## config.mk

```make
export PLATFORM = sky130hd
export DESIGN_NAME = dsm_cell
export DESIGN_NICKNAME = d
export VERILOG_FILES = /design/src/dsm_cell.sv
export SDC_FILE = /design/constraint.sdc
export NUM_CORES = 1
export LEC_CHECK = 0
export ABC_CLOCK_PERIOD_IN_PS = 5620
export BUFFER_PORTS_ARGS = -buffer_cell sky130_fd_sc_hd__clkbuf_2
export CAP_MARGIN = 10
export CORE_ASPECT_RATIO = 1.75
export CORE_MARGIN = 2
export CORE_UTILIZATION = 42
export DETAILED_ROUTE_END_ITERATION = 8
export GPL_TIMING_DRIVEN = 0
export MAX_ROUTING_LAYER = met4
export PLACE_DENSITY = 0.81
export SLEW_MARGIN = 5
export SYNTH_ARGS = -nofsm -noshare
export SYNTH_HDL_FRONTEND = slang
export SYNTH_SLANG_ARGS = --single-unit
```

## constraint.sdc

```tcl
create_clock -name i_clk -period 5.62 [get_ports i_clk]
set_clock_uncertainty 0.15 [all_clocks]
set_input_delay 0.281 -clock i_clk [delete_from_list [all_inputs] [get_ports i_clk]]
set_output_delay 0.281 -clock i_clk [all_outputs]
set_load 0.05 [all_outputs]
```

## src/dsm_cell.sv

```systemverilog
// ----------------------------------------------------------------------------
// dsm_cell: one cell of the sorted insertion chain
// Holds one stored sample, compares it with the incoming sample and takes
// either its left neighbor's value or the new sample when an insert moves it.
// ----------------------------------------------------------------------------
module dsm_cell #(
    parameter int SAMPLE_WIDTH = 32,
    parameter int CW           = 7,
    parameter int INDEX        = 0
) (
    input  logic                    i_clk,
    input  logic                    i_load,
    input  logic [CW-1:0]           i_count,
    input  logic [SAMPLE_WIDTH-1:0] i_sample,
    input  logic                    i_left_gt,
    input  logic [SAMPLE_WIDTH-1:0] i_left_val,
    input  logic [CW-1:0]           i_mid_lo,
    input  logic [CW-1:0]           i_mid_hi,
    output logic                    o_gt,
    output logic [SAMPLE_WIDTH-1:0] o_val,
    output logic [SAMPLE_WIDTH-1:0] o_pick_lo,
    output logic [SAMPLE_WIDTH-1:0] o_pick_hi
);

    logic [SAMPLE_WIDTH-1:0] r_val;
    logic                    occupied;
    logic                    at_end;

    assign occupied = CW'(INDEX) < i_count;
    assign at_end   = CW'(INDEX) == i_count;

    // The chain is sorted, so the greater-than flags rise monotonically along its occupied cells.
    assign o_gt  = occupied && ($signed(r_val) > $signed(i_sample));
    assign o_val = r_val;

    assign o_pick_lo = (CW'(INDEX) == i_mid_lo) ? r_val : '0;
    assign o_pick_hi = (CW'(INDEX) == i_mid_hi) ? r_val : '0;

    always_ff @(posedge i_clk) begin
        if (i_load && (o_gt || at_end)) begin
            r_val <= i_left_gt ? i_left_val : i_sample;
        end
    end

endmodule

```

==> results_dict.tcl <==
set metrics [dict create \
    outcome "completed" \
    grt_max_degree 18 \
    synth_edf_count 32 \
    coreArea_um2 6228 \
    rows 38 \
    drv_cap 0 \
    worstPathArrival_ns 3.04 \
    synth-seq-cells 32 \
    die_area_um2 7134 \
    cts_root_buf "clkbuf_8" \
    tightestPinTransition_ns 0.7359 \
    post-route-drc-count 0 \
    area_delta_synth_final_pct 42.03 \
    drtPass1Iterations 4 \
    synth_xor_area_share_pct 0 \
    synthTopCellsByCount "and2_1, nand2_1, o21ai_0" \
    wl_per_cell_um 14.48 \
    synth_area_leaders "edfxtp_1, ha_1, and2_1, o21ai_0, nand2_1" \
    antenna_left 0 \
    postCtsResizedCells 0 \
    drtIter0Drc 59 \
    irDropWorstVdd_mv 0.2015 \
    grt_overflow_total 0 \
    num_antenna_cells 0 \
    antenna_found_initial 0 \
    synthesis.nets 419 \
    drv_slew 0 \
    insertion_delay_ns 0.28 \
    yosys.area_share.simple_pct 29.15 \
    dp_hpwl_um 6947 \
    async_reset_ff_share_pct 0 \
    fin_crit_ns 3.198 \
    hold_class "primary input to flop" \
    grt_pass1_vias 2824 \
    slew_headroom_pct 50.78 \
    synth_seq_area_share_pct 35.47 \
    synth_top_area_share_pct 35.47 \
    period_share_pct 56.91 \
    grtUsageTotal_pct 23.85 \
    die_w_um 64.71 \
    yosys_most_used_dff "edfxtp_1" \
    p_leak_nw 2.065 \
    hold_viol 0 \
    synth_top_family_by_area "simple AND/OR/NAND/NOR gates" \
    final_util_pct 61.77 \
    tns_ns 0 \
    routed_wl_um 8252 \
    num-nets-final 610 \
    synth_area_per_cell_um2 9.060 \
    path_class "flop to flop" \
    vias_per_cell 5.012 \
    powerDensity_nw_per_um2 203.4 \
    io_pins 185 \
    place_area_um2 3771 \
    clock-sinks 32 \
    yosysMostFrequentCell "and2_1" \
    fillCellCount 563 \
    numCtsBuffers 5 \
    cts_tree "done" \
    clock.fmax_mhz 312.7 \
    initial_core_util_pct 43.49 \
    synth_top_area_cell "edfxtp_1" \
    postCtsHoldBufs 0 \
    ctsHtreeMaxLevel 2 \
    vias 2857 \
    synthCells 299 \
    yosys-mux-area-fraction_pct 0.4157 \
    netlist_area_um2 2709 \
    finalInstanceArea_um2 3847 \
    finalSetupViolCount 0 \
    drive_gt1_share_pct 42.65 \
    io_buffers 183 \
    end_kind "flop" \
    grt_pass1_wl_um 12710 \
    required_ns 5.46 \
    ys.warnings.count 0 \
    clk_pin_slew_ns 0.07 \
    cts.path.max_buffers 2 \
    largest_register_ffs 32 \
    ys_types 30 \
    post-cts-setup-buffers 0 \
    place_congestion 0.8051 \
    rsz0062_at_grt "no" \
    synth_compound_area_share_pct 12.01 \
    critPathMaxFanout 17 \
    start_kind "flop" \
    synth_adder_area_share_pct 14.78 \
    die_y_um 110.2 \
]
[final timing paths]
path | start | end | slack [ns] | cells after the start
hold / removal | i_left_val[8] | o_val[8] | 0.12 | 3
setup reg to reg | o_val[31] | o_val[21] | 2.42 | 8
hold reg to reg | o_val[31] | o_val[6] | 1.17 | 2
setup / recovery | o_val[31] | o_val[21] | 2.42 | 8
[cell families after synthesis]
kind of cell,count (synthesis)
muxes,1
DFF,32
and+or+nand+nor,129
adders and majority gates,32
AOI/OAI and AO/OA,58
buffers and inverters,47
[through the flow]
stage          instances  hold WS [ns]  total power, W  setup WS (ns)
6_report             570        0.1223       0.0007824          2.422
5_1_grt              570        0.1318       0.0008240          2.220
4_1_cts              570        0.1225       0.0007892          2.381
3_5_place_dp         563        0.4152       0.0006263          2.391
3_3_place_gp         562        0.4091       0.0006122         0.7318
2_1_floorplan        299        0.3181       0.0005220          1.407
[routing by layer]
metal  global-route usage (%)  wire length [µm]
met1                    24.22              2913
met2                    46.69              4759
met5                        -                 0
met4                    6.839               103
met3                    3.147               475
[power breakdown]
part | internal [W] | total [W] | switching [W]
sequential | 0.000300 | 0.000324 | 0.0000245
clock | 0.0000816 | 0.000164 | 0.0000821
combinational | 0.0000918 | 0.000294 | 0.000203
[worst max-delay path, stage by stage, from the launching register on]
cell	delay [ns]
edfxtp_1	0.44
ha_1	0.43
nand4_4	0.18
nor2_1	0.06
a221oi_1	0.25
o211a_1	0.27
o311ai_0	0.21
a41oi_4	0.68
buf_16	0.23
[cells in the final DEF, fill, tap and decap left out, drive strengths merged, types with 3 or more instances in the layout]
| master | count |
|---|---|
| clkbuf | 195 |
| and2 | 64 |
| nand2 | 42 |
| o21ai | 35 |
| inv | 34 |
| ha | 32 |
| edfxtp | 32 |
| a21oi | 12 |
| buf | 7 |
| nand4 | 7 |
| nor4 | 5 |
| nand3 | 3 |
[layout make-up]
| type | count | area [µm²] | share of cell area (%) |
|---|---|---|---|
| timing repair buffer | 184 | 943.4 | 24.52 |
| tap | 80 | 100.1 | 2.602 |
| clock buffer | 5 | 68.82 | 1.789 |
| sequential | 32 | 960.9 | 24.98 |
| inverter | 34 | 127.6 | 3.317 |
| clock inverter | 2 | 7.507 | 0.1951 |
| buffer | 13 | 93.84 | 2.439 |
| multi-input combinational | 220 | 1545 | 40.16 |
(Power assumes the default switching activity.)
