$ cat config.mk
export PLATFORM = sky130hd
export DESIGN_NAME = dsm_avg_flat
export DESIGN_NICKNAME = d
export VERILOG_FILES = /design/src/dsm_pkg.sv /design/src/dsm_ifs.sv /design/src/dsm_avg.sv /design/src/flat_wrapper.sv
export SDC_FILE = /design/constraint.sdc
export NUM_CORES = 1
export LEC_CHECK = 0
export ABC_AREA = 1
export BUFFER_PORTS_ARGS = -buffer_cell sky130_fd_sc_hd__buf_2
export CELL_PAD_IN_SITES_DETAIL_PLACEMENT = 0
export CELL_PAD_IN_SITES_GLOBAL_PLACEMENT = 1
export CORE_ASPECT_RATIO = 0.7
export CORE_MARGIN = 10
export CORE_UTILIZATION = 37
export CTS_BUF_LIST = sky130_fd_sc_hd__clkbuf_8
export DETAILED_ROUTE_END_ITERATION = 10
export GPL_ROUTABILITY_DRIVEN = 0
export PLACE_DENSITY_LB_ADDON = 0.1
export RECOVER_POWER = 100
export SKIP_LAST_GASP = 1
export SLEW_MARGIN = 10
export SYNTH_ARGS = -nofsm -noshare
export SYNTH_HDL_FRONTEND = slang
export SYNTH_SLANG_ARGS = --single-unit
$ cat constraint.sdc
create_clock -name i_clk -period 2.3 [get_ports i_clk]
set_input_delay 0.23 -clock i_clk [delete_from_list [all_inputs] [get_ports i_clk]]
set_output_delay 0.23 -clock i_clk [all_outputs]
set_load 0.01 [all_outputs]
$ cat src/dsm_pkg.sv
// ----------------------------------------------------------------------------
// dsm_pkg: shared types and constants of the data set median block
// Holds the fixed output widths and the controller state type.
// ----------------------------------------------------------------------------
package dsm_pkg;

    // Fixed widths of the result word.
    localparam int MEDIAN_W = 32;
    localparam int COUNT_W  = 7;

    typedef enum logic [1:0] {
        ST_LOAD,
        ST_PICK,
        ST_AVG
    } t_state;

endpackage

$ cat src/dsm_ifs.sv


interface dsm_med_if;
    logic                             valid;
    logic                             ready;
    logic [dsm_pkg::MEDIAN_W-1:0]     median;
    logic [dsm_pkg::COUNT_W-1:0]      count_used;
    logic                             overflow;

    modport source (output valid, output median, output count_used, output overflow,
                    input ready);
    modport sink   (input valid, input median, input count_used, input overflow,
                    output ready);
endinterface

$ cat src/dsm_avg.sv
// ----------------------------------------------------------------------------
// dsm_avg: median arithmetic and result register
// Forms the middle element or the floored average of the two middle elements
// and holds the result word until the sink takes it.
// ----------------------------------------------------------------------------
module dsm_avg #(
    parameter int SAMPLE_WIDTH = 32,
    parameter int CW           = 7
) (
    input  logic                    i_clk,
    input  logic                    i_rst_n,
    input  logic                    i_go,
    input  logic [SAMPLE_WIDTH-1:0] i_lo,
    input  logic [SAMPLE_WIDTH-1:0] i_hi,
    input  logic [CW-1:0]           i_count,
    input  logic                    i_ovf,
    output logic                    o_free,
    dsm_med_if.source               o_med
);

    logic [SAMPLE_WIDTH:0]   sum;
    logic [SAMPLE_WIDTH-1:0] med;
    logic                    r_valid;
    logic [dsm_pkg::MEDIAN_W-1:0] r_median;
    logic [dsm_pkg::COUNT_W-1:0]  r_count;
    logic                    r_ovf;

    // Sign-extended sum one bit wider; dropping its low bit is a flooring shift.
    assign sum = {i_lo[SAMPLE_WIDTH-1], i_lo} + {i_hi[SAMPLE_WIDTH-1], i_hi};
    assign med = i_count[0] ? i_hi : sum[SAMPLE_WIDTH:1];

    assign o_free = !r_valid || o_med.ready;

    always_ff @(posedge i_clk) begin
        if (!i_rst_n) begin
            r_valid <= 1'b0;
        end else if (i_go) begin
            r_valid <= 1'b1;
        end else if (o_med.ready) begin
            r_valid <= 1'b0;
        end
    end

    always_ff @(posedge i_clk) begin
        if (i_go) begin
            r_median <= dsm_pkg::MEDIAN_W'(med);
            r_count  <= dsm_pkg::COUNT_W'(i_count);
            r_ovf    <= i_ovf;
        end
    end

    assign o_med.valid      = r_valid;
    assign o_med.median     = r_median;
    assign o_med.count_used = r_count;
    assign o_med.overflow   = r_ovf;

endmodule

$ cat src/flat_wrapper.sv
// flat-port wrapper written by rule: the top's interface ports become plain ports
module dsm_avg_flat 
#(
    parameter int SAMPLE_WIDTH = 32,
    parameter int CW           = 7
)
  (i_clk, i_rst_n, i_go, i_lo, i_hi, i_count, i_ovf, o_free, o_med_valid, o_med_median, o_med_count_used, o_med_overflow, o_med_ready);
  dsm_med_if o_med_i ();
  input  logic i_clk;
  input  logic i_rst_n;
  input  logic i_go;
  input  logic [SAMPLE_WIDTH-1:0] i_lo;
  input  logic [SAMPLE_WIDTH-1:0] i_hi;
  input  logic [CW-1:0] i_count;
  input  logic i_ovf;
  output logic o_free;
  output wire logic [$bits(o_med_i.valid)-1:0] o_med_valid;
  output wire logic [$bits(o_med_i.median)-1:0] o_med_median;
  output wire logic [$bits(o_med_i.count_used)-1:0] o_med_count_used;
  output wire logic [$bits(o_med_i.overflow)-1:0] o_med_overflow;
  input wire logic [$bits(o_med_i.ready)-1:0] o_med_ready;
  assign o_med_valid = o_med_i.valid;
  assign o_med_median = o_med_i.median;
  assign o_med_count_used = o_med_i.count_used;
  assign o_med_overflow = o_med_i.overflow;
  assign o_med_i.ready = o_med_ready;
  dsm_avg #(.SAMPLE_WIDTH(SAMPLE_WIDTH), .CW(CW)) u_core (.i_clk(i_clk), .i_rst_n(i_rst_n), .i_go(i_go), .i_lo(i_lo), .i_hi(i_hi), .i_count(i_count), .i_ovf(i_ovf), .o_free(o_free), .o_med(o_med_i));
endmodule
==> impl_metrics.py, run 1 <==
metrics = {
    "sta": {
        "fmax_ghz": 0.499,
        "timing.hold.ws_ns": 0.0906,
        "finClkSkew_ns": 0,
        "rsz0062_at_grt": "false",
        "finalCritPeriodShare_pct": 87.1,
        "fin_ws_ns": 0.296,
        "final-hold-violation-count": 0,
        "tns_ns": 0,
        "min_period_ns": 2.00,
        "slew_headroom_pct": 35.2,
        "setup_viol_count_final": 0,
        "drv_slew": 0,
        "worst_slew_pin_slew_ns": 0.971,
    },
    "yosys": {
        "synth_compound_area_share_pct": 4.89,
        "syn_inst": 650,
        "synth.top_cell.area_share_pct": 29.7,
        "yosysSeqAreaShare_pct": 30.2,
        "synth_cell_type_count": 31,
        "yosys_warnings": 0,
        "yosys.area.top_type": "edfxtp_1",
        "yosys.area_share.simple_pct": 40.8,
        "synth.area.top_cells": "edfxtp_1 30%, nand2_1 27%, inv_1 11%",
        "synth_fp_nets": 758,
        "synth_most_common_cell": "nand2_1",
        "muxShareOfSynthArea_pct": 0,
        "yosys-top-cells-count": "293 x nand2_1, 121 x inv_1, 41 x nor2_1",
        "synth_edf_count": 40,
        "synth_seq_cells": 41,
        "synthArstFlopShare_pct": 0,
        "postSynthAreaPerCell_sq_um": 6.21,
        "synth_ff_type": "edfxtp_1",
        "syn-cell-area_sq_um": 4040,
        "synth_fa_ha_area_share_pct": 10.1,
        "synth_top_family_by_area": "simple AND/OR/NAND/NOR gates",
        "synth_xor_area_share_pct": 1.73,
    },
    "detailed_routing": {
        "drt_pass1_iterations": 4,
        "wl_microns": 13700,
        "routedWlPerCell_microns": 14.9,
        "postRouteAntennaNets": 0,
        "vias": 4280,
        "drc": 0,
        "viasPerCell": 4.64,
        "drt_iter0_markers": 307,
    },
    "place": {
        "dp_hpwl_microns": 11500,
        "port_buffers": 117,
        "pre_cts_ws_ns": 0.0668,
        "placed_cells": 915,
        "dpl_cell_area_sq_um": 4820,
    },
    "cells_and_area": {
        "fin_area_sq_um": 4840,
        "syn_to_final_growth_pct": 19.8,
        "fill_cells": 1159,
        "fin_cells": 923,
        "fin_util_pct": 46.0,
        "multi_input_area_sq_um": 2300,
        "seq_area_sq_um": 1220,
        "antenna_cells": 0,
        "drive_gt1_share_pct": 11.4,
        "final_nets": 882,
    },
    "cts": {
        "h-tree-depth": 2,
        "holdBufCountCts": 0,
        "clkSinkCount": 41,
        "post_cts_resized": 0,
        "cts_tree": "built",
        "clock_latency_ns": 0.31,
        "clk_pin_slew_ns": 0.09,
        "cts_root_buf": "clkbuf_8",
        "cts_setup_buffers": 0,
        "numCtsBuffers": 5,
        "clk_path_buf_depth": 2,
    },
    "critical_path": {
        "start_kind": "input port",
        "cp_data_required_time_ns": 2.37,
        "crit_buf_inv": 3,
        "crit_fanout": 4,
        "cp.arrival_ns": 2.07,
        "crit_type": "in2reg",
        "crit_family": "simple AND/OR/NAND/NOR gates",
        "worst_path_largest_cell_delay_ns": 0.45,
        "end_kind": "register",
        "crit_chain": "buf_2 -> nand2_1 -> inv_1 -> fa_1 -> nand2_1 -> inv_1 -> nand2_1 -> nand2_1 -> nand2_1 -> nand2_1 -> nand2_1 -> nand2_1 -> nand2_1 -> nand3_1 -> nand3_1 -> nand2_1",
        "cpMaxStageDelayCell": "fa_1",
        "crit_path_frequent_cell": "nand2_1",
    },
    "power": {
        "finalPower_mw": 2.51,
        "p_per_area_nw_per_um2": 519,
        "irDropWorstVdd_uv": 248,
        "cellLeakagePower_nw": 2.74,
    },
    "floorplanning": {
        "rows": 31,
        "die_h_microns": 107,
        "die_area_sq_um": 15600,
        "core_area_sq_um": 10500,
        "ioPinCount": 118,
        "fp.dieW_microns": 145,
        "initial_core_util_pct": 38.4,
    },
    "flow_run": {
        "cap_violations": 0,
    },
    "grt": {
        "gr-total-overflow": 0,
        "grt_max_degree": 28,
        "grt_antenna_before_repair": 0,
        "grtUsageTotal_pct": 17.3,
        "grt_pass1_wl_microns": 21200,
        "grt_pass1_vias": 4066,
    },
    "hold_path": {
        "worst_hold_path_type": "in2reg",
    },
    "status": {
        "status": "finished, final reports clean",
    },
}
==> cells in the final DEF, fill, tap and decap left out, types with 8 or more instances in the layout <==
| cell | n |
|---|---|
| a21oi_1 | 24 |
| buf_2 | 70 |
| clkbuf_1 | 51 |
| edfxtp_1 | 40 |
| ha_1 | 31 |
| inv_1 | 121 |
| nand2_1 | 301 |
| nand3_1 | 40 |
| nor2_1 | 41 |
| xnor2_1 | 8 |
==> where the power goes <==
part	total (mW)	switching (mW)	leakage [nW]	internal, mW
combinational	0.919	0.597	2.29	0.323
clock	0.652	0.326	0.0543	0.326
sequential	0.940	0.0203	0.399	0.920
total	2.51	0.943	2.74	1.57
==> layout make-up <==
type                    instances  share of cell area, %
well taps                     148                   3.83
inverters                     121                   9.39
clock buffers                   5                   1.42
clock inverters                 3                  0.957
repair buffers                124                   11.7
multi-input cells             481                   47.5
flip-flops and latches         41                   25.2
==> flip-flops by register name (all words and copies together) (netlist names) <==
register and cells:
u_core.o_med.count_used 7, u_core.o_med.median 32, u_core.o_med.overflow 1, u_core.o_med.valid 1
==> logic make-up after synthesis <==
| group | count (synthesis) |
|---|---|
| xor gates and xnor gates | 8 |
| buffers and inverters | 128 |
| and+or+nand+nor | 403 |
| DFF | 41 |
| AOI/OAI and AO/OA | 38 |
| adders and majority gates | 32 |
==> path summary, 6_finish.rpt <==
kind	start	slack, ns	depth (start not counted)	end
setup / recovery	i_lo[0]	0.30	16	u_core.o_med.median[29]
hold / removal	i_ovf	0.09	1	u_core.o_med.overflow
setup reg to reg	u_core.o_med.valid	1.67	2	u_core.o_med.valid
hold reg to reg	u_core.o_med.valid	0.52	2	u_core.o_med.valid
==> layer usage <==
metal | wire length (microns) | GRT usage, %
met5 | 0 | 0
met2 | 5270 | 24.3
met1 | 7210 | 26.4
met3 | 1200 | 4.14
met4 | 45 | 2.16
Note: power is estimated with default switching activity, not from simulation.
==> run 2, diff against run 1 <==
--- a/config.mk
+++ b/config.mk
@@ -15,7 +15,7 @@
 export CTS_BUF_LIST = sky130_fd_sc_hd__clkbuf_8
 export DETAILED_ROUTE_END_ITERATION = 10
 export GPL_ROUTABILITY_DRIVEN = 0
-export PLACE_DENSITY_LB_ADDON = 0.1
+export PLACE_DENSITY_LB_ADDON = 0.25
 export RECOVER_POWER = 100
 export SKIP_LAST_GASP = 1
 export SLEW_MARGIN = 10
==> impl_metrics.py, run 2 (same netlist as run 1, synthesis figures left out) <==
metrics = {
    "floorplanning": {
        "die_area_sq_um": 15600,
        "core_area_sq_um": 10500,
        "rows": 31,
        "fp.dieW_microns": 145,
        "ioPinCount": 118,
        "initial_core_util_pct": 38.4,
        "die_h_microns": 107,
    },
    "sta": {
        "slew_headroom_pct": 17.5,
        "min_period_ns": 1.99,
        "rsz0062_at_grt": "false",
        "finalCritPeriodShare_pct": 86.7,
        "fmax_ghz": 0.502,
        "finClkSkew_ns": 0,
        "setup_viol_count_final": 0,
        "worst_slew_pin_slew_ns": 1.24,
        "fin_ws_ns": 0.306,
        "final-hold-violation-count": 0,
        "tns_ns": 0,
        "drv_slew": 0,
        "timing.hold.ws_ns": 0.0948,
    },
    "power": {
        "cellLeakagePower_nw": 2.74,
        "irDropWorstVdd_uv": 336,
        "p_per_area_nw_per_um2": 518,
    },
    "cts": {
        "cts_setup_buffers": 0,
        "h-tree-depth": 2,
        "cts_tree": "built",
        "clk_pin_slew_ns": 0.09,
        "numCtsBuffers": 5,
        "cts_root_buf": "clkbuf_8",
        "post_cts_resized": 0,
        "clock_latency_ns": 0.30,
        "clk_path_buf_depth": 2,
        "holdBufCountCts": 0,
        "clkSinkCount": 41,
    },
    "hold_path": {
        "worst_hold_path_type": "in2reg",
    },
    "grt": {
        "grt_antenna_before_repair": 0,
        "grt_pass1_vias": 4107,
        "gr-total-overflow": 0,
        "grtUsageTotal_pct": 17.2,
        "grt_max_degree": 44,
        "grt_pass1_wl_microns": 21100,
    },
    "place": {
        "placed_cells": 914,
        "pre_cts_ws_ns": 0.0699,
        "port_buffers": 117,
        "dp_hpwl_microns": 11100,
        "dpl_cell_area_sq_um": 4810,
    },
    "critical_path": {
        "crit_type": "in2reg",
        "crit_chain": "buf_2 -> nand2_1 -> inv_1 -> fa_1 -> nand2_1 -> inv_1 -> nand2_1 -> nand2_1 -> nand2_1 -> nand2_1 -> nand2_1 -> nand2_1 -> nand2_1 -> nand3_1 -> nand3_1 -> nand2_1",
        "crit_path_frequent_cell": "nand2_1",
        "cp_data_required_time_ns": 2.37,
        "crit_fanout": 4,
        "cpMaxStageDelayCell": "fa_1",
        "cp.arrival_ns": 2.07,
        "end_kind": "register",
        "worst_path_largest_cell_delay_ns": 0.46,
        "start_kind": "input port",
    },
    "detailed_routing": {
        "vias": 4265,
        "drt_pass1_iterations": 5,
        "wl_microns": 13600,
        "viasPerCell": 4.63,
        "drt_iter0_markers": 335,
        "routedWlPerCell_microns": 14.7,
        "drc": 0,
        "postRouteAntennaNets": 0,
    },
    "status": {
        "status": "finished, final reports clean",
    },
    "cells_and_area": {
        "final_nets": 881,
        "syn_to_final_growth_pct": 19.6,
        "fill_cells": 1154,
        "layout_commonest_cell": "nand2_1",
        "final_cell_mix": "301 x nand2_1, 121 x inv_1, 70 x buf_2",
        "fin_area_sq_um": 4830,
        "largest_reg_flops": 32,
        "fin_cells": 922,
        "drive_gt1_share_pct": 11.4,
        "antenna_cells": 0,
    },
    "flow_run": {
        "cap_violations": 0,
    },
}
-- run 2: cell count changes in the layout (fill, tap and decap cells not counted) --
cell	change
o21ai_0	+1
buf_4	-1
o21ai_1	-1
clkbuf_1	-1
clkbuf_2	+1
-- run 2: metrics by stage --
stage / power, mW / util, %
finish: 2.50 / 46.0
global route: 2.69 / 46.0
CTS: 2.55 / 46.9
detailed placement: 1.89 / 45.8
global placement: 1.89 / 45.8
floorplan: 1.55 / -
-- run 2: power by group --
group          switching, mW  total [mW]  internal (mW)
registers             0.0210       0.941          0.920
clock network          0.321       0.647          0.326
logic                  0.591       0.913          0.321
total                  0.934        2.50           1.57
-- run 2: layout make-up --
cell class	instances	area (sq um)	share of cell area [%]
Inverter	121	454	9.40
Multi-Input combinational cell	481	2300	47.6
Timing Repair Buffer	123	558	11.5
Clock buffer	5	68.8	1.42
Tap cell	148	185	3.83
Sequential cell	41	1220	25.3
Clock inverter	3	46.3	0.958
-- run 2: metal layers --
metal	share of wire [%]	global-route usage, %
met1	51	25.9
met2	39	24.7
met3	8.8	3.62
met4	1.0	3.02
met5	0	0
-- run 2: worst paths after layout --
| check | slack, ns | startpoint | to | cells past startpoint |
|---|---|---|---|---|
| setup reg to reg | 1.67 | u_core.o_med.valid | u_core.o_med.valid | 2 |
| hold reg to reg | 0.52 | u_core.o_med.valid | u_core.o_med.valid | 2 |
| hold / removal | 0.09 | i_ovf | u_core.o_med.overflow | 1 |
| setup / recovery | 0.31 | i_lo[0] | u_core.o_med.median[29] | 16 |
-- run 2: worst max-delay path, delay by kind of cell --
| kind | cells | cell delay, ns |
|---|---|---|
| adders and majority gates | 1 | 0.46 |
| buffers and inverters | 3 | 0.28 |
| and+or+nand+nor | 12 | 1.10 |
